## config.mk

```make
export PLATFORM = sky130hd
export DESIGN_NAME = tbht_hit_unit
export DESIGN_NICKNAME = d
export VERILOG_FILES = /design/src/rtl/core/tbht_pkg.sv /design/src/rtl/core/tbht_hit_unit.sv
export SDC_FILE = /design/constraint.sdc
export NUM_CORES = 1
export LEC_CHECK = 0
export ABC_AREA = 1
export ABC_CLOCK_PERIOD_IN_PS = 6620
export BUFFER_PORTS_ARGS = -buffer_cell sky130_fd_sc_hd__buf_2
export CAP_MARGIN = 10
export CORE_ASPECT_RATIO = 0.7
export CORE_UTILIZATION = 58
export DETAILED_ROUTE_END_ITERATION = 16
export GPL_TIMING_DRIVEN = 0
export PLACE_DENSITY = 0.89
export SLEW_MARGIN = 0
export SYNTH_ARGS = -nofsm -noshare
export SYNTH_HDL_FRONTEND = slang
export SYNTH_SLANG_ARGS = --single-unit
```

## constraint.sdc

```tcl
create_clock -name vclk -period 6.62
set_input_delay 0.662 -clock vclk [all_inputs]
set_output_delay 0.662 -clock vclk [all_outputs]
set_load 0.01 [all_outputs]
```

## src/rtl/core/tbht_pkg.sv

```systemverilog
// ----------------------------------------------------------------------------
// tbht_pkg
// Shared types and constants for the topmost box hit test block.
// ----------------------------------------------------------------------------
package tbht_pkg;

    // default number of table slots
    localparam int TABLE_DEPTH_DEF = 64;

    // field widths fixed by the interface
    localparam int COORD_W  = 24;
    localparam int SIZE_W   = 16;
    localparam int ID_W     = 32;
    localparam int INDEX_W  = 6;
    localparam int COUNT_W  = 7;
    localparam int APB_AW   = 3;
    localparam int APB_DW   = 32;

    // command codes
    localparam logic CMD_WRITE = 1'b0;
    localparam logic CMD_QUERY = 1'b1;

    // register addresses
    localparam logic [APB_AW-1:0] ADDR_ACTIVE_COUNT = 3'd0;

    // one table entry
    typedef struct packed {
        logic signed [COORD_W-1:0] ctr_x;
        logic signed [COORD_W-1:0] ctr_z;
        logic [SIZE_W-1:0]         size_x;
        logic [SIZE_W-1:0]         size_z;
        logic [ID_W-1:0]           unit_id;
        logic                      hidden;
    } t_entry;

    // sequencer states
    typedef enum logic [1:0] {
        ST_IDLE,
        ST_SCAN,
        ST_DONE
    } t_state;

endpackage

```

## src/rtl/core/tbht_hit_unit.sv

```systemverilog
// ----------------------------------------------------------------------------
// tbht_hit_unit
// Containment test of the query point against one table entry per cycle.
// ----------------------------------------------------------------------------
module tbht_hit_unit (
    input  logic signed [tbht_pkg::COORD_W-1:0] i_qx,
    input  logic signed [tbht_pkg::COORD_W-1:0] i_qz,
    input  tbht_pkg::t_entry                    i_entry,
    output logic                                o_hit
);

    localparam int DW = tbht_pkg::COORD_W + 1;
    localparam int TW = tbht_pkg::COORD_W + 2;

    logic signed [DW-1:0] w_dx;
    logic signed [DW-1:0] w_dz;
    logic signed [TW-1:0] w_2dx;
    logic signed [TW-1:0] w_2dz;
    logic signed [TW-1:0] w_sx;
    logic signed [TW-1:0] w_sz;
    logic                 w_in_x;
    logic                 w_in_z;

    // offsets, exact in one extra bit
    assign w_dx = DW'(i_qx) - DW'(i_entry.ctr_x);
    assign w_dz = DW'(i_qz) - DW'(i_entry.ctr_z);

    assign w_2dx = {w_dx, 1'b0};
    assign w_2dz = {w_dz, 1'b0};
    assign w_sx  = signed'(TW'(i_entry.size_x));
    assign w_sz  = signed'(TW'(i_entry.size_z));

    // 2|d| <= size: positive side compares, negative side checks 2d + size >= 0
    always_comb begin
        if (w_dx[DW-1]) begin
            w_in_x = !(w_2dx + w_sx < 0);
        end else begin
            w_in_x = (w_2dx <= w_sx);
        end
        if (w_dz[DW-1]) begin
            w_in_z = !(w_2dz + w_sz < 0);
        end else begin
            w_in_z = (w_2dz <= w_sz);
        end
    end

    assign o_hit = !i_entry.hidden && w_in_x && w_in_z;

endmodule

```

# After elaboration in Yosys (flattened, before gate mapping)
# Index checks and enable logic that the tools add are counted.
[op_classes]
add_sub_neg = 4
magnitude_cmp = 4
muxes = 2
n_reduce_logical = 5
[ops]
columns = ["operator", "count"]
rows = [
  ["$add 26x17->27", 2],
  ["$lt 27x1->1 const B", 2],
  ["$le 26x17->1", 2],
  ["$sub 24x24->25", 2],
  ["$logic_not 1->1", 3],
  ["$logic_and 1x1->1", 2],
  ["$mux 1", 2],
]
[totals]
ff_bits = 0
inputBits = 161
out_inout_bits = 1
elab_cells = 15

# Logic depth before layout (Yosys ltp)
# Gate-level depths: netlist of the first run.
[depth]
word_depth = 7
depth_mapped = 23
mapped_depth_nobuf = 23

# Worst setup path after synthesis of the first run
# OpenSTA, ideal clock, no wires.
[synth_timing]
path_type = "input to output"
from = "in i_qx[0] (netlist bit)"
to = "out o_hit"
arrival_ns = 3.169
t_required_ns = 5.958
slack_ns = 2.789
stages = 19
path_buffers = 0
path_cell_list = "inv_1 -> ha_1 -> fa_1 -> nor2_1 -> or2_2 -> xor2_1 -> ha_1 -> or2_2 -> o21ai_0 -> nand2_1 -> nand3_1 -> nand2_1 -> nand2_1 -> a21oi_1 -> nor2_1 -> nand2_1 -> nand2_1 -> nand2_1 -> nor2_1"
[synth_between]
elab_chain_cells = 7
word_cells_on_any_way = 8
classes_between = "2 x add/sub; 2 x order compare; 1 x mux; 3 x reduce/logical"
[synth_lines]
columns = ["item", "line", "rtl"]
rows = [
  ["start, declared", "tbht_hit_unit.sv:6", "input logic signed [tbht_pkg::COORD_W-1:0] i_qx,"],
  ["$sub 24x24->25 *", "tbht_hit_unit.sv:25", "assign w_dx = DW'(i_qx) - DW'(i_entry.ctr_x);"],
  ["$add 26x17->27", "tbht_hit_unit.sv:36", "w_in_x = !(w_2dx + w_sx < 0);"],
  ["$lt 27x1->1", "tbht_hit_unit.sv:36", ""],
  ["$logic_not 1->1", "tbht_hit_unit.sv:36", ""],
  ["$mux 1 *", "tbht_hit_unit.sv:35", "if (w_dx[DW-1]) begin"],
  ["$logic_and 1x1->1 * (2 in a row)", "tbht_hit_unit.sv:47", "assign o_hit = !i_entry.hidden && w_in_x && w_in_z;"],
  ["end, declared", "tbht_hit_unit.sv:9", "output logic o_hit"],
]
# Mark *: on every way between the ends. The rest lies on a longest branch, timed or not.

# Final worst setup path of the first run
# Ends and elaborated chain as after synthesis.

==> reports/qor.csv, run 1 <==
metric,value,unit
status,completed,
max cap viols,0,
first-pass GRT wire length,23.1,mm
CP Max Fanout,3,
residual DRC count,0,
hpwl dp,12.3,mm
setup_tns,0,ns
"Arr. time, crit path",3.98,ns
Die W,117,microns
CP Capture Type,primary output,
fin nets,1413,
maximum vdd drop,0.0551,mV
GPL Wtd Cong,0.962,
Post-CTS Repair Setup Buffers,0,
Cell variety after synth,31,
Syn-to-layout area delta,15.0,%
DIE AREA,9590,sq um
Slew @ Worst Pin,0.440,ns
Crit Path Class,input port to primary output,
Post-Synth Simple-Gate Area,43.6,%
Final Hold Fails,0,
seq_cells,0,
post_cts resized,0,
"count leader, synth",nand2_1,
Syn Nets,1281,
post-synthesis mux area share,0,%
largest family of logic cells by synthesized area,simple AND/OR/NAND/NOR gates,
CP endpoint,o_hit,
Final min period,4.64,ns
detailed router's first-iteration violation count,464,
"top cells by count, synth","330 x nand2_1, 249 x inv_1, 108 x ha_1",
GRT Total Usage,29.6,%
drt pass-1 iters,5,
Finish-stage setup viols,0,
Reg area,0,sq um
initial antenna violation count,0,
RSZ-0062 raised after global routing,false,
post-synthesis sequential area ratio,0,%
top cell type's share of synthesized area,25.3,%
"area leader, netlist",ha_1,
Synth Area in Compound Gates,8.28,%
Hold Path Class,input port to primary output,
final setup margin,1.98,ns
Post-Synth Adder-Cell Area,26.1,%
Pleak,0.00406,uW
Worst Path Required,5.96,ns
ant diodes,0,
total power,616,uW
largest net degree at the start of global routing,8,
post-synthesis cell area,5330,sq um
xor/xnor share of the synthesized area,4.27,%
Power Density,100,nW/um^2
Congestion Overflow GR,0,
Routed Antenna Nets,0,
vias,6286,
fmax,216,MHz
Max transition margin,70.4,%
final period utilization,70.1,%
Placement Setup Slack,2.04,ns
startpoint types,input port,
Mean Syn Cell Area,5.28,sq um
Die Y,82.2,microns
Starting Density,61.4,%
filler cell count,846,
Worst Setup SP,i_qx[0],
top post-synthesis cells by area,"ha_1 25%, nand2_1 23%, inv_1 18%",
core area,8690,sq um
number of global-route vias before repair,5199,
via density per instance,4.99,
IO buf count,130,
# clk buffers,0,
share of post-route cells with drive strength above 1,14.7,%
overall routed net length,13.8,mm
Synthesis Warnings,0,
I/O pin total,162,
site row count,28,
Max Transition Viols Final,0,
Avg WL per Cell,11.0,microns
hold_buf cts,0,
Mapped Cells,1010,
-- cell families after synthesis --
family          Yosys count
simple gates            540
buf+inv                 252
fa+ha+maj               110
compound gates           82
xor+xnor                 26
-- routing by layer --
layer,vias to the layer above,part of all wire (%),global-route usage [%]
met3,8,11,2.77
met5,-,0,0
met2,294,37,43.6
met4,0,0.66,2.41
li1,3373,-,-
met1,2611,51,46.8
-- critical path, stage by stage --
cell	delay (ns)
buf_2	0.08
inv_1	0.03
ha_1	0.22
fa_1	0.45
nor2_1	0.20
or2_2	0.22
a21oi_1	0.10
xnor2_1	0.23
ha_1	0.27
inv_1	0.09
nand3_1	0.07
nor3_1	0.35
nand2_1	0.10
nor3_1	0.19
a21oi_1	0.10
nor2_1	0.12
nand3_1	0.08
nand2_1	0.09
nand2_1	0.06
nor2_1	0.12
buf_2	0.14
-- power breakdown --
group / switching (uW) / leakage (uW) / internal (uW)
clock network: 0 / 0 / 0
registers: 0 / 0 / 0
logic: 381 / 0.00406 / 235
total: 381 / 0.00406 / 235
-- layout make-up --
type               count  area (sq um)  area share [%]
multi-input cells    758          4390            71.5
repair buffers       130           651            10.6
inverters            252           946            15.4
well taps            120           150            2.45
-- per-stage QoR --
stage	cell area [sq um]	instances	utilization, %	hold slack (ns)
after global routing	6130	1260	70.6	1.74
final	6130	1260	70.6	1.68
after detailed placement	6130	1260	70.6	1.67
after CTS	6130	1260	70.6	1.67
after floorplan	5330	1010	-	1.45
after global placement	6130	1260	70.6	1.67
-- cell usage in the layout (no fill, tap or decap), drive strengths merged --
cell	count
o31ai	1
and2	1
a21oi	54
nor3	22
nand3	51
ha	108
and3	1
xnor2	11
a31oi	5
nand3b	8
xor2	15
nand4	20
nor2	89
nor4	3
a211oi	1
buf	130
nand2	341
or2	4
o211ai	1
o21ai	13
o21bai	6
inv	252
a21o	1
fa	2
-- how the worst min path moves through the flow --
stage / start / end / slack (ns) / cells past startpoint
after floorplan: i_entry[0] / o_hit / 1.45 / 3
after global placement: i_entry[0] / o_hit / 1.67 / 5
after detailed placement: i_entry[0] / o_hit / 1.67 / 5
after CTS: i_entry[0] / o_hit / 1.67 / 5
after global routing: i_entry[0] / o_hit / 1.74 / 5
final: i_entry[0] / o_hit / 1.68 / 5
Note: power is estimated with default switching activity, not from simulation.
==> inputs of run 2 (changes only) <==
--- a/config.mk
+++ b/config.mk
@@ -6,14 +6,14 @@
 export NUM_CORES = 1
 export LEC_CHECK = 0
 export ABC_AREA = 1
-export ABC_CLOCK_PERIOD_IN_PS = 6620
+export ABC_CLOCK_PERIOD_IN_PS = 4300
 export BUFFER_PORTS_ARGS = -buffer_cell sky130_fd_sc_hd__buf_2
 export CAP_MARGIN = 10
 export CORE_ASPECT_RATIO = 0.7
-export CORE_UTILIZATION = 58
+export CORE_UTILIZATION = 55
 export DETAILED_ROUTE_END_ITERATION = 16
 export GPL_TIMING_DRIVEN = 0
-export PLACE_DENSITY = 0.89
+export PLACE_DENSITY = 0.85
 export SLEW_MARGIN = 0
 export SYNTH_ARGS = -nofsm -noshare
 export SYNTH_HDL_FRONTEND = slang
==> constraint.sdc (replaced) <==
create_clock -name vclk -period 4.3
set_input_delay 0.43 -clock vclk [all_inputs]
set_output_delay 0.43 -clock vclk [all_outputs]
set_load 0.01 [all_outputs]
==> reports/qor.csv, run 2 (synthesis results as in run 1) <==
metric,value,unit
status,completed,
slowest CP cell,nor3_1,
Final Instance Count excl. Fillers,1264,
via density per instance,4.95,
CP Capture Type,primary output,
I/O pin total,162,
Finish-stage setup viols,0,
site row count,29,
critical path depth,21,
final setup margin,0.310,ns
ant diodes,0,
DIE AREA,10100,sq um
Syn-to-layout area delta,15.4,%
Worst Path Required,3.87,ns
initial antenna violation count,0,
placed inst area,6140,sq um
"Buf+Inv Stages, Crit Path",4,
most frequent CP cell,nand2_1,
Post-CTS Repair Setup Buffers,0,
vias,6257,
most frequent cells in the layout,"330 x nand2_1, 249 x inv_1, 130 x buf_2, 108 x ha_1, 78 x nor2_1",
seq_cells,0,
filler cell count,894,
CP Max Fanout,4,
CP max stage delay,0.38,ns
Starting Density,57.6,%
drt pass-1 iters,5,
setup_tns,0,ns
Routed Antenna Nets,0,
largest net degree at the start of global routing,8,
IO buf count,130,
Multi-input gate area,4400,sq um
hold_buf cts,0,
share of post-route cells with drive strength above 1,15.0,%
overall routed net length,13.9,mm
Final min period,3.99,ns
GRT Total Usage,27.7,%
Cells after DPL,1264,
Die W,120,microns
startpoint types,input port,
core area,9250,sq um
hold path cells,5,
"commonest non-fill, non-tap cell in the layout",nand2_1,
maximum vdd drop,0.0700,mV
max cap viols,0,
"Arr. time, crit path",3.56,ns
Reg area,0,sq um
first-pass GRT wire length,23.8,mm
Power Density,155,nW/um^2
total power,954,uW
Die Y,84.4,microns
number of global-route vias before repair,5475,
post_cts resized,0,
Congestion Overflow GR,0,
RSZ-0062 raised after global routing,false,
fmax,251,MHz
Max transition margin,71.7,%
Slew @ Worst Pin,0.422,ns
Pleak,0.00406,uW
residual DRC count,0,
fin nets,1413,
Hold Path Class,input port to primary output,
# clk buffers,0,
final period utilization,92.8,%
Crit Path Class,input port to primary output,
Finished Cell Area,6150,sq um
Placement Setup Slack,0.242,ns
crit path cell chain,buf_2 -> inv_1 -> ha_1 -> nand2_2 -> inv_1 -> a21oi_1 -> nand2_1 -> a31oi_1 -> xnor2_1 -> ha_1 -> nand2_1 -> nor3_1 -> nand2_1 -> nor3_1 -> a21oi_1 -> nor2_1 -> nand3_1 -> nand2_1 -> nand2_1 -> nor2_1 -> buf_2,
CP top delay family,simple AND/OR/NAND/NOR gates,
hpwl dp,12.5,mm
detailed router's first-iteration violation count,493,
Max Transition Viols Final,0,
GPL Wtd Cong,0.980,
Avg WL per Cell,11.0,microns
Final Hold Fails,0,
-- run 2: cell count changes in the layout (fill, tap and decap cells not counted) --
cell | previous run | this run
fa_1 | 2 | 1
fa_2 | 0 | 1
nor3_1 | 18 | 17
nor3_2 | 4 | 5
xor2_1 | 15 | 14
xor2_2 | 0 | 1
-- run 2: metal layers --
metal / up-vias / share of wire (%) / wire [microns] / GRT usage (%)
li1: 3376 / - / - / -
met1: 2615 / 51 / 7060 / 42.6
met2: 250 / 38 / 5350 / 42.8
met3: 16 / 9.8 / 1360 / 2.11
met4: 0 / 0.90 / 125 / 2.61
met5: - / 0 / 0 / 0
-- run 2: final timing paths --
kind                          from  endpoint  slack [ns]
worst max-delay path  i_entry[100]     o_hit        0.31
worst min-delay path    i_entry[0]     o_hit        1.17
-- run 2: power breakdown --
| part | total (uW) | internal, uW | switching, uW |
|---|---|---|---|
| registers | 0 | 0 | 0 |
| logic | 954 | 364 | 590 |
| clock network | 0 | 0 | 0 |
-- run 2: cell type report --
cell class                      instances  share of cell area [%]
Multi-Input combinational cell        758                    71.5
Tap cell                              124                    2.52
Timing Repair Buffer                  130                    10.6
Inverter                              252                    15.4
-- run 2: metrics by stage --
stage,hold slack (ns),util [%]
CTS,1.17,66.4
global route,1.21,66.5
global placement,1.17,66.4
floorplan,0.984,-
finish,1.17,66.5
detailed placement,1.17,66.4
==> inputs of run 3 (changes only) <==
==> constraint.sdc (replaced) <==
create_clock -name vclk -period 4.3
set_input_delay 0.43 -clock vclk [all_inputs]
set_output_delay 0.43 -clock vclk [all_outputs]
set_load 0.1 [all_outputs]
==> reports/qor.csv, run 3 (synthesis results as in run 1) <==
metric,value,unit
status,completed,
placed inst area,6140,sq um
Finished Cell Area,6170,sq um
Hold Path Class,input port to primary output,
fin util,66.6,%
Worst Setup SP,i_qx[12],
Syn-to-layout area delta,15.6,%
Final Hold Fails,0,
largest net degree at the start of global routing,8,
CP top delay family,simple AND/OR/NAND/NOR gates,
vias,6345,
fin nets,1413,
initial antenna violation count,0,
most frequent cells in the layout,"330 x nand2_1, 249 x inv_1, 129 x buf_2, 108 x ha_1, 77 x nor2_1",
overall routed net length,14.4,mm
Avg WL per Cell,11.4,microns
detailed router's first-iteration violation count,520,
most frequent CP cell,nand2_1,
# clk buffers,0,
RSZ-0062 raised after global routing,false,
share of post-route cells with drive strength above 1,15.1,%
hpwl dp,13.1,mm
CP endpoint,o_hit,
final period utilization,95.9,%
Pleak,0.00407,uW
Routed Antenna Nets,0,
I/O pin total,162,
ant diodes,0,
GPL Wtd Cong,1.00,
hold_buf cts,0,
"commonest non-fill, non-tap cell in the layout",nand2_1,
Reg area,0,sq um
Starting Density,57.6,%
Cells after DPL,1264,
Congestion Overflow GR,0,
Slew @ Worst Pin,0.431,ns
residual DRC count,0,
seq_cells,0,
critical path depth,20,
startpoint types,input port,
Max Transition Viols Final,0,
CP Max Fanout,4,
filler cell count,932,
Final min period,4.12,ns
site row count,29,
core area,9250,sq um
Placement Setup Slack,0.0904,ns
Die Y,84.4,microns
max cap viols,0,
GRT Total Usage,27.9,%
"Arr. time, crit path",3.69,ns
final setup margin,0.175,ns
Multi-input gate area,4410,sq um
maximum vdd drop,0.0786,mV
Max transition margin,71.1,%
drt pass-1 iters,5,
Power Density,157,nW/um^2
slowest CP cell,ha_1,
DIE AREA,10100,sq um
number of global-route vias before repair,5280,
first-pass GRT wire length,23.4,mm
CP max stage delay,0.37,ns
fmax,242,MHz
Crit Path Class,input port to primary output,
Worst Path Required,3.87,ns
Final Instance Count excl. Fillers,1264,
Die W,120,microns
via density per instance,5.02,
"Buf+Inv Stages, Crit Path",2,
setup_tns,0,ns
CP Capture Type,primary output,
Finish-stage setup viols,0,
IO buf count,130,
crit path cell chain,buf_2 -> ha_1 -> nand2_1 -> nand2_1 -> a21oi_1 -> nand2_1 -> a31oi_1 -> xnor2_1 -> ha_1 -> nand2_1 -> nor3_1 -> nand2_1 -> nor3_1 -> a21oi_1 -> nor2_1 -> nand3_1 -> nand2_1 -> nand2_1 -> nor2_2 -> buf_6,
## run 3: cell counts in the layout (fill, tap and decap cells not counted)
Identical to the previous run, type by type.
## run 3: worst min-delay path by stage
stage                     slack (ns)     to  startpoint  cells past startpoint
after floorplan                 1.13  o_hit  i_entry[0]                      3
after global placement          1.34  o_hit  i_entry[0]                      5
after detailed placement        1.34  o_hit  i_entry[0]                      5
after CTS                       1.34  o_hit  i_entry[0]                      5
after global routing            1.30  o_hit  i_entry[0]                      5
final                           1.24  o_hit  i_entry[0]                      5
## run 3: area by class of cell
class | count | area share, %
inverter | 252 | 15.3
multi-input combinational | 758 | 71.5
tap | 124 | 2.52
timing repair buffer | 130 | 10.7
## run 3: what timing repair did
action	4_1_cts	5_1_grt
resized for setup	0	6
setup buffers	0	0
endpoints found under the setup margin	0	1
## run 3: layer usage
layer  GRT usage, %  part of all wire (%)
met1           46.8                    53
met2           38.7                    36
met3           1.70                    11
met4           1.82                  0.50
met5              0                     0
## run 3: report_power, final
part | internal (uW) | switching (uW) | leakage [uW] | total [uW]
sequential | 0 | 0 | 0 | 0
clock | 0 | 0 | 0 | 0
combinational | 365 | 602 | 0.00407 | 967
## run 3: through the flow
stage / hold WS [ns] / power, uW
after global routing: 1.30 / 1100
after global placement: 1.34 / 919
after floorplan: 1.13 / 689
final: 1.24 / 967
after CTS: 1.34 / 946
after detailed placement: 1.34 / 941
