$ cat config.mk
export PLATFORM = sky130hd
export DESIGN_NAME = tbht_seq
export DESIGN_NICKNAME = d
export VERILOG_FILES = /design/src/rtl/core/tbht_pkg.sv /design/src/rtl/core/tbht_seq.sv
export SDC_FILE = /design/constraint.sdc
export NUM_CORES = 1
export LEC_CHECK = 0
export ABC_AREA = 1
export BUFFER_PORTS_ARGS = -buffer_cell sky130_fd_sc_hd__clkbuf_2
export CAP_MARGIN = 10
export CORE_ASPECT_RATIO = 1.5
export CORE_MARGIN = 4
export CORE_UTILIZATION = 50
export CTS_BUF_LIST = sky130_fd_sc_hd__clkbuf_2
export CTS_CLUSTER_DIAMETER = 60
export DETAILED_ROUTE_END_ITERATION = 10
export PLACE_DENSITY = 0.81
export SKIP_CTS_REPAIR_TIMING = 1
export SYNTH_ARGS = -nofsm -noshare
export SYNTH_HDL_FRONTEND = slang
export SYNTH_SLANG_ARGS = --single-unit
$ cat constraint.sdc
create_clock -name i_clk -period 4.3 [get_ports i_clk]
set_input_delay 0.43 -clock i_clk [delete_from_list [all_inputs] [get_ports i_clk]]
set_output_delay 0.43 -clock i_clk [all_outputs]
set_load 0.1 [all_outputs]
$ cat src/rtl/core/tbht_pkg.sv
// ----------------------------------------------------------------------------
// tbht_pkg
// Shared types and constants for the topmost box hit test block.
// ----------------------------------------------------------------------------
package tbht_pkg;

    // default number of table slots
    localparam int TABLE_DEPTH_DEF = 64;

    // field widths fixed by the interface
    localparam int COORD_W  = 24;
    localparam int SIZE_W   = 16;
    localparam int ID_W     = 32;
    localparam int INDEX_W  = 6;
    localparam int COUNT_W  = 7;
    localparam int APB_AW   = 3;
    localparam int APB_DW   = 32;

    // command codes
    localparam logic CMD_WRITE = 1'b0;
    localparam logic CMD_QUERY = 1'b1;

    // register addresses
    localparam logic [APB_AW-1:0] ADDR_ACTIVE_COUNT = 3'd0;

    // one table entry
    typedef struct packed {
        logic signed [COORD_W-1:0] ctr_x;
        logic signed [COORD_W-1:0] ctr_z;
        logic [SIZE_W-1:0]         size_x;
        logic [SIZE_W-1:0]         size_z;
        logic [ID_W-1:0]           unit_id;
        logic                      hidden;
    } t_entry;

    // sequencer states
    typedef enum logic [1:0] {
        ST_IDLE,
        ST_SCAN,
        ST_DONE
    } t_state;

endpackage

$ cat src/rtl/core/tbht_seq.sv
// ----------------------------------------------------------------------------
// tbht_seq
// Command sequencer: stores writes, scans the table downward for a query and
// holds the result in the output register.
// ----------------------------------------------------------------------------
module tbht_seq #(
    parameter int TABLE_DEPTH = tbht_pkg::TABLE_DEPTH_DEF,
    parameter int AW          = (TABLE_DEPTH > 1) ? $clog2(TABLE_DEPTH) : 1,
    parameter int CNT_W       = $clog2(TABLE_DEPTH + 1)
) (
    input  logic                                i_clk,
    input  logic                                i_rst_n,
    // input channel
    input  logic                                i_valid,
    output logic                                o_stall,
    input  logic                                i_command,
    input  logic [tbht_pkg::INDEX_W-1:0]        i_entry_index,
    input  logic signed [tbht_pkg::COORD_W-1:0] i_query_x,
    input  logic signed [tbht_pkg::COORD_W-1:0] i_query_z,
    // configuration
    input  logic [tbht_pkg::COUNT_W-1:0]        i_active_count,
    // table access
    output logic                                o_wr_en,
    output logic [AW-1:0]                       o_wr_addr,
    output logic                                o_rd_en,
    output logic [AW-1:0]                       o_rd_addr,
    // hit unit
    output logic signed [tbht_pkg::COORD_W-1:0] o_qx,
    output logic signed [tbht_pkg::COORD_W-1:0] o_qz,
    input  logic                                i_rd_hit,
    input  logic [tbht_pkg::ID_W-1:0]           i_rd_id,
    // output channel
    output logic                                o_valid,
    input  logic                                i_stall,
    output logic                                o_hit,
    output logic [tbht_pkg::ID_W-1:0]           o_picked_id
);

    tbht_pkg::t_state                    r_state, n_state;
    logic [CNT_W-1:0]                    r_cnt, n_cnt;
    logic                                r_pend, n_pend;
    logic signed [tbht_pkg::COORD_W-1:0] r_qx, n_qx;
    logic signed [tbht_pkg::COORD_W-1:0] r_qz, n_qz;
    logic                                r_res_hit, n_res_hit;
    logic [tbht_pkg::ID_W-1:0]           r_res_id, n_res_id;
    logic                                r_out_vld;
    logic                                r_out_hit;
    logic [tbht_pkg::ID_W-1:0]           r_out_id;

    logic                                w_acc;
    logic                                w_out_free;
    logic [CNT_W-1:0]                    w_n;
    logic [CNT_W-1:0]                    w_cnt_m1;
    logic                                w_rd_en;
    logic                                w_finish;
    logic                                w_fin_hit;
    logic [tbht_pkg::ID_W-1:0]           w_fin_id;
    logic                                w_load;

    assign o_stall    = (r_state != tbht_pkg::ST_IDLE);
    assign w_acc      = i_valid && !o_stall;
    assign w_out_free = !r_out_vld || !i_stall;

    // entries to scan, clipped to the table depth
    always_comb begin
        if (32'(i_active_count) > TABLE_DEPTH) begin
            w_n = CNT_W'(TABLE_DEPTH);
        end else begin
            w_n = CNT_W'(i_active_count);
        end
    end

    // table write on an accepted write beat inside the table
    assign o_wr_en   = w_acc && (i_command == tbht_pkg::CMD_WRITE)
                       && (32'(i_entry_index) < TABLE_DEPTH);
    assign o_wr_addr = AW'(32'(i_entry_index));

    // read address walks from the top slot down
    assign w_cnt_m1  = r_cnt - CNT_W'(1);
    assign o_rd_addr = w_cnt_m1[AW-1:0];
    assign o_rd_en   = w_rd_en;

    assign o_qx = r_qx;
    assign o_qz = r_qz;

    // state register
    always_ff @(posedge i_clk) begin
        if (!i_rst_n) begin
            r_state <= tbht_pkg::ST_IDLE;
            r_cnt   <= '0;
            r_pend  <= 1'b0;
        end else begin
            r_state <= n_state;
            r_cnt   <= n_cnt;
            r_pend  <= n_pend;
        end
    end

    // query point and held result
    always_ff @(posedge i_clk) begin
        r_qx      <= n_qx;
        r_qz      <= n_qz;
        r_res_hit <= n_res_hit;
        r_res_id  <= n_res_id;
    end

    // next state and scan control
    always_comb begin
        n_state   = r_state;
        n_cnt     = r_cnt;
        n_pend    = 1'b0;
        n_qx      = r_qx;
        n_qz      = r_qz;
        n_res_hit = r_res_hit;
        n_res_id  = r_res_id;
        w_rd_en   = 1'b0;
        w_finish  = 1'b0;
        w_fin_hit = 1'b0;
        w_fin_id  = '0;
        w_load    = 1'b0;
        unique case (r_state)
            tbht_pkg::ST_IDLE: begin
                if (w_acc && (i_command == tbht_pkg::CMD_QUERY)) begin
                    n_qx    = i_query_x;
                    n_qz    = i_query_z;
                    n_cnt   = w_n;
                    n_state = tbht_pkg::ST_SCAN;
                end
            end
            tbht_pkg::ST_SCAN: begin
                if (r_pend && i_rd_hit) begin
                    w_finish  = 1'b1;
                    w_fin_hit = 1'b1;
                    w_fin_id  = i_rd_id;
                end else if (r_cnt == '0) begin
                    w_finish = 1'b1;
                end else begin
                    w_rd_en = 1'b1;
                    n_cnt   = w_cnt_m1;
                    n_pend  = 1'b1;
                end
                if (w_finish) begin
                    if (w_out_free) begin
                        w_load  = 1'b1;
                        n_state = tbht_pkg::ST_IDLE;
                    end else begin
                        n_res_hit = w_fin_hit;
                        n_res_id  = w_fin_id;
                        n_state   = tbht_pkg::ST_DONE;
                    end
                end
            end
            tbht_pkg::ST_DONE: begin
                w_fin_hit = r_res_hit;
                w_fin_id  = r_res_id;
                if (w_out_free) begin
                    w_load  = 1'b1;
                    n_state = tbht_pkg::ST_IDLE;
                end
            end
            default: begin
                n_state = tbht_pkg::ST_IDLE;
            end
        endcase
    end

    // output register valid
    always_ff @(posedge i_clk) begin
        if (!i_rst_n) begin
            r_out_vld <= 1'b0;
        end else if (w_load) begin
            r_out_vld <= 1'b1;
        end else if (r_out_vld && !i_stall) begin
            r_out_vld <= 1'b0;
        end
    end

    // output register payload
    always_ff @(posedge i_clk) begin
        if (w_load) begin
            r_out_hit <= w_fin_hit;
            r_out_id  <= w_fin_id;
        end
    end

    assign o_valid     = r_out_vld;
    assign o_hit       = r_out_hit;
    assign o_picked_id = r_out_id;

`ifndef SYNTHESIS
    // a query beat always starts a scan
    a_query_busy: assert property (@(posedge i_clk) disable iff (!i_rst_n)
        (w_acc && (i_command == tbht_pkg::CMD_QUERY)) |=> o_stall)
        else $error("query beat did not start a scan");

    // a write beat leaves the block ready
    a_write_ready: assert property (@(posedge i_clk) disable iff (!i_rst_n)
        (w_acc && (i_command == tbht_pkg::CMD_WRITE)) |=> !o_stall)
        else $error("write beat left the block busy");

    // a miss carries a zero id
    a_miss_zero: assert property (@(posedge i_clk) disable iff (!i_rst_n)
        (r_out_vld && !r_out_hit) |-> (r_out_id == '0))
        else $error("miss result with nonzero id");

    // read data is only pending during a scan
    a_pend_scan: assert property (@(posedge i_clk) disable iff (!i_rst_n)
        r_pend |-> (r_state == tbht_pkg::ST_SCAN))
        else $error("read pending outside a scan");

    // scan counter never exceeds the table
    a_cnt_range: assert property (@(posedge i_clk) disable iff (!i_rst_n)
        32'(r_cnt) <= TABLE_DEPTH)
        else $error("scan counter beyond table depth");
`endif

endmodule
* After elaboration in Yosys (flattened, before gate mapping)
Cells that the tools add are included.
Operators by class: $add $sub $neg 1, $mul 0, divide/modulo/power cells 0, order comparisons 1, equality and inequality tests 7, shift operators 0, multiplexer cells 25, bitwise gates (word level) 2, reduce and logical (&&, ||, !) cells 18
Operator list (count):
- 32-bit one-hot mux with 2 select lines | 1
- 32-bit 2-to-1 mux | 1
- 7-bit 2-to-1 mux | 4
- 7-bit one-hot mux with 2 select lines | 1
- 1-bit 2-to-1 mux | 11
- 2-bit != test, second input constant | 5
- 2-bit 2-to-1 mux | 4
- 7-bit > comparator, second input constant | 1
- 7-bit logical NOT | 1
- 7-bit by 1-bit subtractor with 7-bit output, second input constant | 1
- 2-bit one-hot mux with 3 select lines | 1
- 3-bit AND reduction | 2
- 2-bit nonzero test | 3
- 1-bit logical AND | 5
- 1-bit one-hot mux with 2 select lines | 2
- 4-bit AND reduction | 1
- 1-bit logical NOT | 3
- 2-bit by 1-bit == test with 1-bit output, second input constant | 1
- 2-bit == test, second input constant | 1
- 2-bit logical NOT | 1
- 1-bit NOT | 2
- 2-bit AND reduction | 1
- 1-bit logical OR | 1
Word-level totals: flip-flop bits (word level) 125, latch bits 0, bits in writable memories 0, memory bits (read-only) 0, output and inout bits 97, memories kept 0

* Logic depth before layout (Yosys ltp)
Gate-level depths: netlist of the first run.
word-level depth 7, depth in mapped cells 10, mapped depth without buffers 10

* Worst setup path before layout of the first run
No wires, ideal clock.
path kind reg-to-reg, from register r_cnt[0], to register r_out_hit (netlist: o_hit) (enable), data arrival time 3.323 ns, data required time 3.866 ns, slack 0.543 ns, stages on the path, launching flop included 9, buffers on the path 0, clock period less this slack 3.757 ns, cells stage by stage dfxtp_1 -> inv_1 -> ha_1 -> inv_1 -> nor2_1 -> nand4_1 -> nand3_1 -> nand2_1 -> a21oi_1
On the way: cells in the longest elaborated chain, start to end 6
RTL lines:
- start, declared | line tbht_seq.sv:40 | logic [CNT_W-1:0] r_cnt, n_cnt;
- start signal, assigned | line tbht_seq.sv:94 | r_cnt <= n_cnt;
- 7-bit logical NOT | line tbht_seq.sv:135 | end else if (r_cnt == '0) begin
- 1-bit 2-to-1 mux | line tbht_seq.sv:135
- 1-bit 2-to-1 mux | line tbht_seq.sv:131 | if (r_pend && i_rd_hit) begin
- 1-bit 2-to-1 mux | line tbht_seq.sv:121 | unique case (r_state)
- 1-bit 2-to-1 mux | line tbht_seq.sv:142 | if (w_finish) begin
- 1-bit one-hot mux with 2 select lines | line tbht_seq.sv:121
- net w_load | line tbht_seq.sv:58 | logic w_load;
- end signal, assigned | line tbht_seq.sv:181 | r_out_hit <= w_fin_hit;
- end, declared | line tbht_seq.sv:47 | logic r_out_hit;
The timed path passes the listed nets, and every way through them passes these cells. The select of a mux whose other input is x is not followed. A chain may end at the register's enable or synchronous reset.

* Final worst setup path of the first run
from register r_state[1], to output port o_rd_en
On the way: cells in the longest elaborated chain, start to end 2
RTL lines:
- start, declared | line tbht_seq.sv:39 | tbht_pkg::t_state r_state, n_state;
- start signal, assigned | line tbht_seq.sv:89 | r_state <= tbht_pkg::ST_IDLE;
- start signal, assigned | line tbht_seq.sv:93 | r_state <= n_state;
- 2-bit by 1-bit == test with 1-bit output | line tbht_seq.sv:121
- 1-bit 2-to-1 mux | line tbht_seq.sv:121
- end, declared | line tbht_seq.sv:25 | output logic o_rd_en,
No other way between the ends.

==> run_results.csv, run 1 <==
group,metric,value,unit
detailed_routing,viasPerCell,5.05,
clock_network,clk_latency,680,ps
global_routing,grt_use_met3,8.30,%
layout,fin_area,6680,um2
timing,min_period,3230,ps
global_routing,overflow,0,
placement,detailed_place.area,5970,um2
hold_path,hold-path-endpoint,"r_cnt[3]$_SDFFE_PN0P_",
clock_network,cts_root_buf,"clkbuf_2",
detailed_routing,wl_per_cell,18.1,um
floorplanning,rows,44,
worst_setup_path,reg2reg_slack,1290,ps
detailed_routing,drt-pass1-iter-count,5,
worst_setup_path,regToRegEndpoint,"o_picked_id[19]$_DFFE_PP_",
worst_setup_path,crit_chain,"inv_1 -> ha_2 -> nand3_1 -> inv_1 -> clkbuf_2",
global_routing,grt_pass1_wl,18800,um
clock_network,cts_tree,"yes",
run,max-cap-violations,0,
global_routing,antenna_found_initial,0,
logic_synthesis,synthFlopType,"edfxtp_1",
timing,maxSlewHeadroom,22.8,%
layout,area_delta_synth_final,32.6,%
layout,diodes,0,
logic_synthesis,yosysTopAreaCell,"edfxtp_1",
timing,tightest_slew,1160,ps
timing,hold_viol,0,
power_and_ir_drop,ir_drop,0.000597,V
timing,layout_setup_ws,1070,ps
placement,dp.cells,710,
layout,final_layout_size_suffix_gt1_share,33.4,%
clock_network,clock-sinks,125,
hold_path,min_path_cells,5,
global_routing,busiest_layer,"met2",
placement,io_buffers,183,
detailed_routing,ant_nets,0,
logic_synthesis,synth-edff-count,114,
logic_synthesis,netlist_area,5040,um2
logic_synthesis,yosys-top-cells-area,"edfxtp_1 68%, nand2_1 8.0%, dfxtp_1 4.4%, nor2_1 4.0%, a21oi_1 3.9%",
detailed_routing,drt-total-wl,14300,um
timing,finClkSkew,23.9,ps
floorplanning,ios,196,
timing,fmax,310,MHz
global_routing,grt_max_degree,49,
hold_path,hold_start,"i_active_count[3]",
logic_synthesis,synthDominantCellAreaShare,68.0,%
run_status,outcome,"finished, final reports clean",
hold_path,hold_path_class,"in -> reg",
worst_setup_path,critPathMaxFanout,43,
layout,nNetsFinal,769,
floorplanning,die_h,131,um
logic_synthesis,yosysSeqAreaShare,72.3,%
worst_setup_path,endpoint_kind,"output port",
detailed_routing,initialDrtViolationCount,230,
global_routing,grt_use_met1,24.5,%
clock_network,cts-buffers-inserted,17,
worst_setup_path,reg2regPathDepth,6,
layout,final_common_cell,"clkbuf_2",
worst_setup_path,crit_arrival,2800,ps
clock_network,cts_buffer_depth,2,
layout,final_cells,792,
floorplanning,initial_utilization,51.7,%
placement,hpwl,9100,um
floorplanning,dieArea,11800,um2
clock_network,clkTransAtPathRegs,200,ps
global_routing,grt_usage,21.2,%
timing,fin_setup_tns,0,ps
logic_synthesis,synthArstFlopShare,0,%
logic_synthesis,synth_fp_nets,539,
layout,mostFrequentLayoutCells,"200 x clkbuf_2, 114 x edfxtp_1, 108 x nand2_1",
detailed_routing,vias,4000,
timing,whs,53.8,ps
timing,finalMaxSlewViolations,0,
global_routing,gr-usage-met2,35.3,%
logic_synthesis,synth.distinct_cells,25,
logic_synthesis,syn_inst,434,
worst_setup_path,cpPeakStageDelay,760,ps
floorplanning,core-area,9740,um2
placement,gp_congestion,0.903,
power_and_ir_drop,p_leak,2.77,nW
worst_setup_path,startpoint_type,"flop",
logic_synthesis,yosys_warnings,0,
logic_synthesis,synth-seq-cells,125,
timing,rsz0062_at_grt,"no",
timing,period_share,75.1,%
detailed_routing,drc,0,
timing,setup_viol,0,
worst_setup_path,required,3870,ps
placement,place_ws,1340,ps
power_and_ir_drop,power.density,498,nW/um2
worst_setup_path,path_class,"reg -> out",
floorplanning,die_w,90.0,um
clock_network,h-tree-depth,4,
worst_setup_path,r2r-start,"r_state[1]$_SDFFE_PN0P_",
logic_synthesis,synth.avg_cell_area,11.6,um2
worst_setup_path,slowest_stage,"ha_2",
global_routing,grt_pass1_vias,3782,
worst_setup_path,cpMostUsedCell,"inv_1",
[Yosys cell counts, types with 4 or more instances]
cell type	instances
ha_1	6
a21oi_1	39
dfxtp_1	11
nand2_1	108
inv_1	52
clkbuf_1	7
buf_2	4
nand3_1	11
nand4_1	4
nor2_1	54
edfxtp_1	114
buf_4	6
[how the worst max path moves through the flow]
| stage | startpoint | end | slack, ps | depth (start not counted) |
|---|---|---|---|---|
| 2_1_floorplan | r_cnt[0]$_SDFFE_PN0P_ | o_hit$_DFFE_PP_ | 540 | 8 |
| 3_3_place_gp | r_state[1]$_SDFFE_PN0P_ | o_picked_id[1]$_DFFE_PP_ | 1480 | 6 |
| 3_5_place_dp | r_state[1]$_SDFFE_PN0P_ | o_picked_id[1]$_DFFE_PP_ | 1340 | 6 |
| 4_1_cts | r_state[1]$_SDFFE_PN0P_ | o_rd_en | 1020 | 5 |
| 5_1_grt | r_state[1]$_SDFFE_PN0P_ | o_rd_en | 840 | 5 |
| 6_report | r_state[1]$_SDFFE_PN0P_ | o_rd_en | 1070 | 5 |
[state kept, by name, summed over array words and instances, names as in the netlist]
name	flops
o_qz	24
o_qx	24
r_pend	1
r_cnt	7
r_res_hit	1
o_valid	1
r_state	2
o_picked_id	32
o_hit	1
r_res_id	32
[cell families after synthesis]
logic type | count (synthesis) | share of synthesized area [%]
AOI/OAI and AO/OA | 44 | 4.55
adders and majority gates | 6 | 1.49
buffers and inverters | 76 | 7.08
DFF | 125 | 72.3
and+or+nand+nor | 183 | 14.6
[through the flow]
stage	total power [mW]	util [%]
2_1_floorplan	2.48	-
3_3_place_gp	2.63	61.3
3_5_place_dp	2.65	61.3
4_1_cts	3.28	63.4
5_1_grt	3.48	68.6
6_report	3.33	68.6
[critical path, delay by kind of cell, from the launching register on]
family | cells | cell delay (ps)
adders and majority gates | 1 | 760
DFF | 1 | 370
buffers and inverters | 3 | 680
and+or+nand+nor | 1 | 300
[where the power goes]
| group | internal (mW) | switching [mW] | total (mW) |
|---|---|---|---|
| Combinational | 0.207 | 1.01 | 1.22 |
| Clock | 0.205 | 0.456 | 0.661 |
| Sequential | 1.41 | 0.0402 | 1.45 |
| Total | 1.82 | 1.51 | 3.33 |
[routing by layer]
layer | up-vias | share of wire [%] | wire [um]
met5 | - | 0 | 0
met4 | 0 | 1.9 | 266
met3 | 22 | 11 | 1530
met2 | 243 | 50 | 7110
met1 | 1844 | 38 | 5420
li1 | 1891 | - | -
[final cells by class]
| type | instances | area [um2] |
|---|---|---|
| sequential | 125 | 3640 |
| fill | 685 | 3060 |
| timing repair buffer | 234 | 1420 |
| multi-input combinational | 233 | 1060 |
| inverter | 53 | 201 |
| tap | 115 | 144 |
| clock inverter | 15 | 125 |
| clock buffer | 17 | 85.1 |
(Power assumes the default switching activity.)
==> run 2, diff against run 1 <==
Settings changed: ABC_AREA 1 to 0.
Clock period 4.3 ns to 3.4 ns, I/O delays scaled along.
==> run 2 against run 1 <==
Effect of this change:
- critical path depth unchanged
- via count shrank 3.3%
- total power up 22%
- die area fell by 1.4%
- routed wire length fell by 6.6%
==> run_results.csv, run 2 <==
group,metric,value,unit
clock_network,cts_tree,"yes",
logic_synthesis,synth.avg_cell_area,15.0,um2
worst_setup_path,slowest_stage,"or4b_4",
floorplanning,ios,196,
placement,hpwl,8610,um
timing,fin_setup_tns,0,ps
logic_synthesis,yosys-top-cells-area,"edfxtp_1 69%, a22oi_1 5.3%, nor2b_1 4.5%, dfxtp_1 4.4%, and3_1 4.0%",
layout,final_layout_size_suffix_gt1_share,38.0,%
logic_synthesis,synthDominantCellAreaShare,69.0,%
global_routing,grt_pass1_vias,3466,
layout,area_delta_synth_final,43.5,%
clock_network,clock-sinks,125,
clock_network,cts-buffers-inserted,17,
power_and_ir_drop,p_int,2.52,mW
logic_synthesis,yosysTopAreaCell,"edfxtp_1",
floorplanning,dieArea,11600,um2
worst_setup_path,crit_family,"buffers and inverters",
floorplanning,rows,44,
worst_setup_path,crit_arrival,2580,ps
power_and_ir_drop,ir_drop,0.000415,V
logic_synthesis,yosys-top-cells-count,"114 x edfxtp_1, 36 x nor2b_1, 35 x a22oi_1",
timing,finClkSkew,31.1,ps
floorplanning,die_w,89.4,um
power_and_ir_drop,p_leak,2.80,nW
floorplanning,die_h,130,um
placement,io_buffers,183,
logic_synthesis,yosysSeqAreaShare,73.4,%
worst_setup_path,required,3060,ps
logic_synthesis,syn_inst,331,
global_routing,grt_max_degree,49,
worst_setup_path,reg2reg_slack,770,ps
logic_synthesis,synthFlopType,"edfxtp_1",
logic_synthesis,yosysMostFrequentCell,"edfxtp_1",
detailed_routing,drt-total-wl,13400,um
timing,tightest_slew,597,ps
run,max-cap-violations,0,
worst_setup_path,endpoint_kind,"output port",
placement,detailed_place.area,5980,um2
power_and_ir_drop,pwr-share-comb,29.0,%
layout,final_common_cell,"clkbuf_2",
timing,period_share,85.8,%
layout,final_cells,728,
logic_synthesis,yosys_warnings,0,
detailed_routing,initialDrtViolationCount,205,
detailed_routing,ant_nets,0,
clock_network,cts_buffer_depth,2,
logic_synthesis,synth-seq-cells,125,
clock_network,clkTransAtPathRegs,190,ps
timing,hold_viol,0,
detailed_routing,viasPerCell,5.32,
logic_synthesis,synth.distinct_cells,39,
clock_network,cts_root_buf,"clkbuf_2",
hold_path,hold_path_class,"in -> reg",
logic_synthesis,netlist_area,4960,um2
logic_synthesis,synth_fp_nets,436,
timing,rsz0062_at_grt,"no",
power_and_ir_drop,power.density,569,nW/um2
detailed_routing,wl_per_cell,18.4,um
global_routing,grt_pass1_wl,17100,um
worst_setup_path,critPathMaxFanout,6,
floorplanning,initial_utilization,51.2,%
worst_setup_path,crit_chain,"inv_1 -> ha_1 -> or4b_4 -> o311a_4 -> clkbuf_2",
logic_synthesis,synthArstFlopShare,0,%
detailed_routing,drt-pass1-iter-count,4,
power_and_ir_drop,pwr-share-seq,44.2,%
global_routing,grt_usage,19.7,%
run_status,outcome,"finished, final reports clean",
placement,dp.cells,611,
global_routing,antenna_found_initial,0,
global_routing,overflow,0,
layout,mostFrequentLayoutCells,"200 x clkbuf_2, 114 x edfxtp_1, 85 x dlygate4sd3_1",
power_and_ir_drop,clockPowerShare,26.8,%
detailed_routing,drc,0,
power_and_ir_drop,p_switching,1.53,mW
power_and_ir_drop,switching_share,37.8,%
layout,fin_area,7120,um2
timing,setup_viol,0,
worst_setup_path,startpoint_type,"flop",
layout,diodes,0,
timing,min_period,2920,ps
timing,finalMaxSlewViolations,0,
clock_network,h-tree-depth,4,
layout,nNetsFinal,705,
floorplanning,core-area,9690,um2
worst_setup_path,critical_path_buf_inv_count,2,
worst_setup_path,cpPeakStageDelay,490,ps
worst_setup_path,path_class,"reg -> out",
timing,maxSlewHeadroom,60.2,%
logic_synthesis,synth-edff-count,114,
detailed_routing,vias,3870,
layout,final_core_util,73.5,%
placement,gp_congestion,0.866,
clock_network,clk_latency,670,ps
timing,fmax,343,MHz
run 2: cell types whose count changed after synthesis, moves of 4 or more:
| cell | previous run | this run |
|---|---|---|
| a22oi_1 | 1 | 35 |
| o21ai_0 | 2 | 8 |
| buf_2 | 4 | 0 |
| nand2_1 | 108 | 10 |
| inv_1 | 52 | 9 |
| nor2b_1 | 0 | 36 |
| a21oi_1 | 39 | 7 |
| nand3_1 | 11 | 2 |
| clkbuf_1 | 7 | 15 |
| and3_1 | 1 | 32 |
| nor2_1 | 54 | 6 |
run 2: worst paths after layout:
| kind | from | to | depth (start not counted) |
|---|---|---|---|
| worst max-delay path | r_cnt[0]$_SDFFE_PN0P_ | o_rd_en | 5 |
| worst min-delay path | i_rd_id[26] | r_res_id[26]$_DFFE_PP_ | 2 |
| worst max register to register | r_cnt[0]$_SDFFE_PN0P_ | o_picked_id[3]$_DFFE_PP_ | 7 |
| worst min register to register | r_cnt[6]$_SDFFE_PN0P_ | r_cnt[6]$_SDFFE_PN0P_ | 2 |
run 2: layout make-up:
cell class              instances  area (um2)
well taps                     115         144
flip-flops and latches        125        3640
inverters                       9        33.8
repair buffers                275        1820
clock buffers                  17        85.1
clock inverters                15         209
multi-input cells             172        1190
fillers                       620        2570
run 2: per-stage QoR:
stage               hold WS, ps  worst slack (ps)  power, mW
finish                     76.5               481       4.05
floorplan                   439              79.7       2.74
detailed placement          496               789       2.91
global route               10.1               297       4.21
global placement            466               882       2.89
CTS                        -262               412       3.98
run 2: power by group through the flow:
stage	logic, mW	clock network (mW)	registers (mW)
2_1_floorplan	0.538	0	2.20
6_report	1.17	1.08	1.79
3_3_place_gp	1.07	0	1.82
4_1_cts	1.08	1.10	1.79
3_5_place_dp	1.08	0	1.82
5_1_grt	1.23	1.18	1.80
run 2: logic make-up after synthesis:
logic type,synth area share [%]
DFF,73.4
buffers and inverters,3.25
xor gates and xnor gates,0.353
adders and majority gates,1.51
AOI/OAI and AO/OA,9.73
and+or+nand+nor,11.7
run 2: layer usage:
| layer | part of all wire, % | up-vias | track usage [%] |
|---|---|---|---|
| met5 | 0 | - | 0 |
| met4 | 1.7 | 0 | 6.31 |
| met3 | 9.8 | 20 | 7.64 |
| met2 | 53 | 209 | 34.0 |
| met1 | 36 | 1841 | 22.1 |
| li1 | - | 1800 | - |
==> run 3, diff against run 2 <==
Settings changed: MAX_ROUTING_LAYER from default to met4.
==> run 3 against run 2 <==
Effect of this change:
- global-route usage grew 0.63 points
- sequential share of layout area grew 0.072 points
- fmax shrank 0.19%
- largest cell class unchanged
- register-to-register slack lost 90 ps
- final area shrank 0.14%
- via count shrank 0.21%
- sequential power is essentially flat
- clock skew shrank 4.8 ps
- clock-buffer cell count grew 1
- critical path depth is the same
==> run_results.csv, run 3 (synthesis gave the netlist of run 2 again) <==
group,metric,value,unit
power_and_ir_drop,p_leak,2.79,nW
global_routing,antenna_found_initial,0,
placement,place_ws,763,ps
global_routing,grt_pass1_wl,17000,um
timing,fin_setup_tns,0,ps
clock_network,cts_root_buf,"clkbuf_2",
hold_path,hold_path_class,"in -> reg",
timing,period_share,86.0,%
floorplanning,dieArea,11600,um2
layout,mostFrequentLayoutCells,"201 x clkbuf_2, 114 x edfxtp_1, 85 x dlygate4sd3_1",
global_routing,grt_use_met1,22.2,%
clock_network,cts_tree,"yes",
clock_network,clk_latency,650,ps
floorplanning,initial_utilization,51.2,%
timing,finalMaxSlewViolations,0,
placement,io_buffers,183,
layout,final_cells,728,
layout,nNetsFinal,705,
timing,tightest_slew,593,ps
worst_setup_path,endpoint_kind,"output port",
global_routing,overflow,0,
clock_network,clock-sinks,125,
global_routing,busiest_layer,"met2",
global_routing,grt_pass1_vias,3413,
detailed_routing,initialDrtViolationCount,218,
clock_network,cts_buffer_depth,2,
worst_setup_path,path_class,"reg -> out",
power_and_ir_drop,p_switching,1.50,mW
timing,fmax,342,MHz
detailed_routing,wl_per_cell,18.5,um
timing,rsz0062_at_grt,"no",
detailed_routing,drt-pass1-iter-count,4,
floorplanning,die_w,89.4,um
detailed_routing,drt-total-wl,13500,um
layout,diodes,0,
floorplanning,core-area,9690,um2
timing,maxSlewHeadroom,60.4,%
power_and_ir_drop,power,4.01,mW
worst_setup_path,crit_arrival,2580,ps
detailed_routing,vias,3862,
power_and_ir_drop,p_int,2.51,mW
floorplanning,die_h,130,um
clock_network,cts-buffers-inserted,17,
placement,dp.cells,611,
power_and_ir_drop,ir_drop,0.000536,V
clock_network,h-tree-depth,4,
global_routing,grt_usage,20.3,%
worst_setup_path,startpoint_type,"flop",
timing,min_period,2920,ps
timing,hold_viol,0,
detailed_routing,viasPerCell,5.30,
layout,final_layout_size_suffix_gt1_share,38.0,%
global_routing,gr-usage-met2,33.3,%
clock_network,clkTransAtPathRegs,190,ps
layout,final_common_cell,"clkbuf_2",
detailed_routing,ant_nets,0,
floorplanning,rows,44,
timing,layout_setup_ws,476,ps
layout,area_delta_synth_final,43.3,%
worst_setup_path,critPathMaxFanout,5,
global_routing,grt_use_met3,8.09,%
floorplanning,ios,196,
worst_setup_path,required,3060,ps
global_routing,grt_max_degree,48,
power_and_ir_drop,pwr-share-seq,44.6,%
run_status,outcome,"finished, final reports clean",
placement,gp_congestion,0.874,
placement,hpwl,8540,um
power_and_ir_drop,switching_share,37.4,%
timing,finClkSkew,26.3,ps
run,max-cap-violations,0,
timing,setup_viol,0,
power_and_ir_drop,power.density,564,nW/um2
power_and_ir_drop,clockPowerShare,26.0,%
power_and_ir_drop,pwr-share-comb,29.3,%
detailed_routing,drc,0,
## run 3: cell type report
class	count	area, um2
timing repair buffer	275	1820
tap	115	144
multi-input combinational	172	1190
clock inverter	14	194
sequential	125	3640
inverter	9	33.8
clock buffer	18	90.1
fill	626	2580
## run 3: routing by layer
layer  up-vias  wire length, um
li1       1800                -
met1      1828             4930
met4         0              173
met3        21             1440
met2       213             6910
met5         -                0
## run 3: worst max-delay path, cell delays in order (launching register included)
cell,delay (ps)
dfxtp_1,370
inv_1,140
ha_1,210
nor3b_1,520
xor2_2,210
clkbuf_2,480
## run 3: power by group through the flow
stage	Clock (mW)	Combinational (mW)	Sequential, mW
floorplan	0	0.538	2.20
global placement	0	1.07	1.82
detailed placement	0	1.09	1.82
CTS	1.06	1.09	1.79
global route	1.15	1.23	1.80
finish	1.04	1.18	1.79
## run 3: final timing paths
check                          endpoint  slack (ps)                     from  cells after the start
setup / recovery           o_rd_addr[4]         480    r_cnt[0]$_SDFFE_PN0P_                      5
hold / removal    r_res_id[0]$_DFFE_PP_          60               i_rd_id[0]                      2
setup reg to reg  r_cnt[4]$_SDFFE_PN0P_         680  r_state[0]$_SDFFE_PN0P_                      8
hold reg to reg   r_cnt[6]$_SDFFE_PN0P_         520    r_cnt[6]$_SDFFE_PN0P_                      2
## run 3: metrics by stage
stage / util, % / cell area [um2] / hold slack, ps
3_3_place_gp: 61.7 / 5980 / 465
6_report: 73.4 / 7110 / 58.7
2_1_floorplan: - / 4980 / 439
5_1_grt: 73.4 / 7110 / 15.3
4_1_cts: 64.6 / 6260 / -234
3_5_place_dp: 61.7 / 5980 / 491
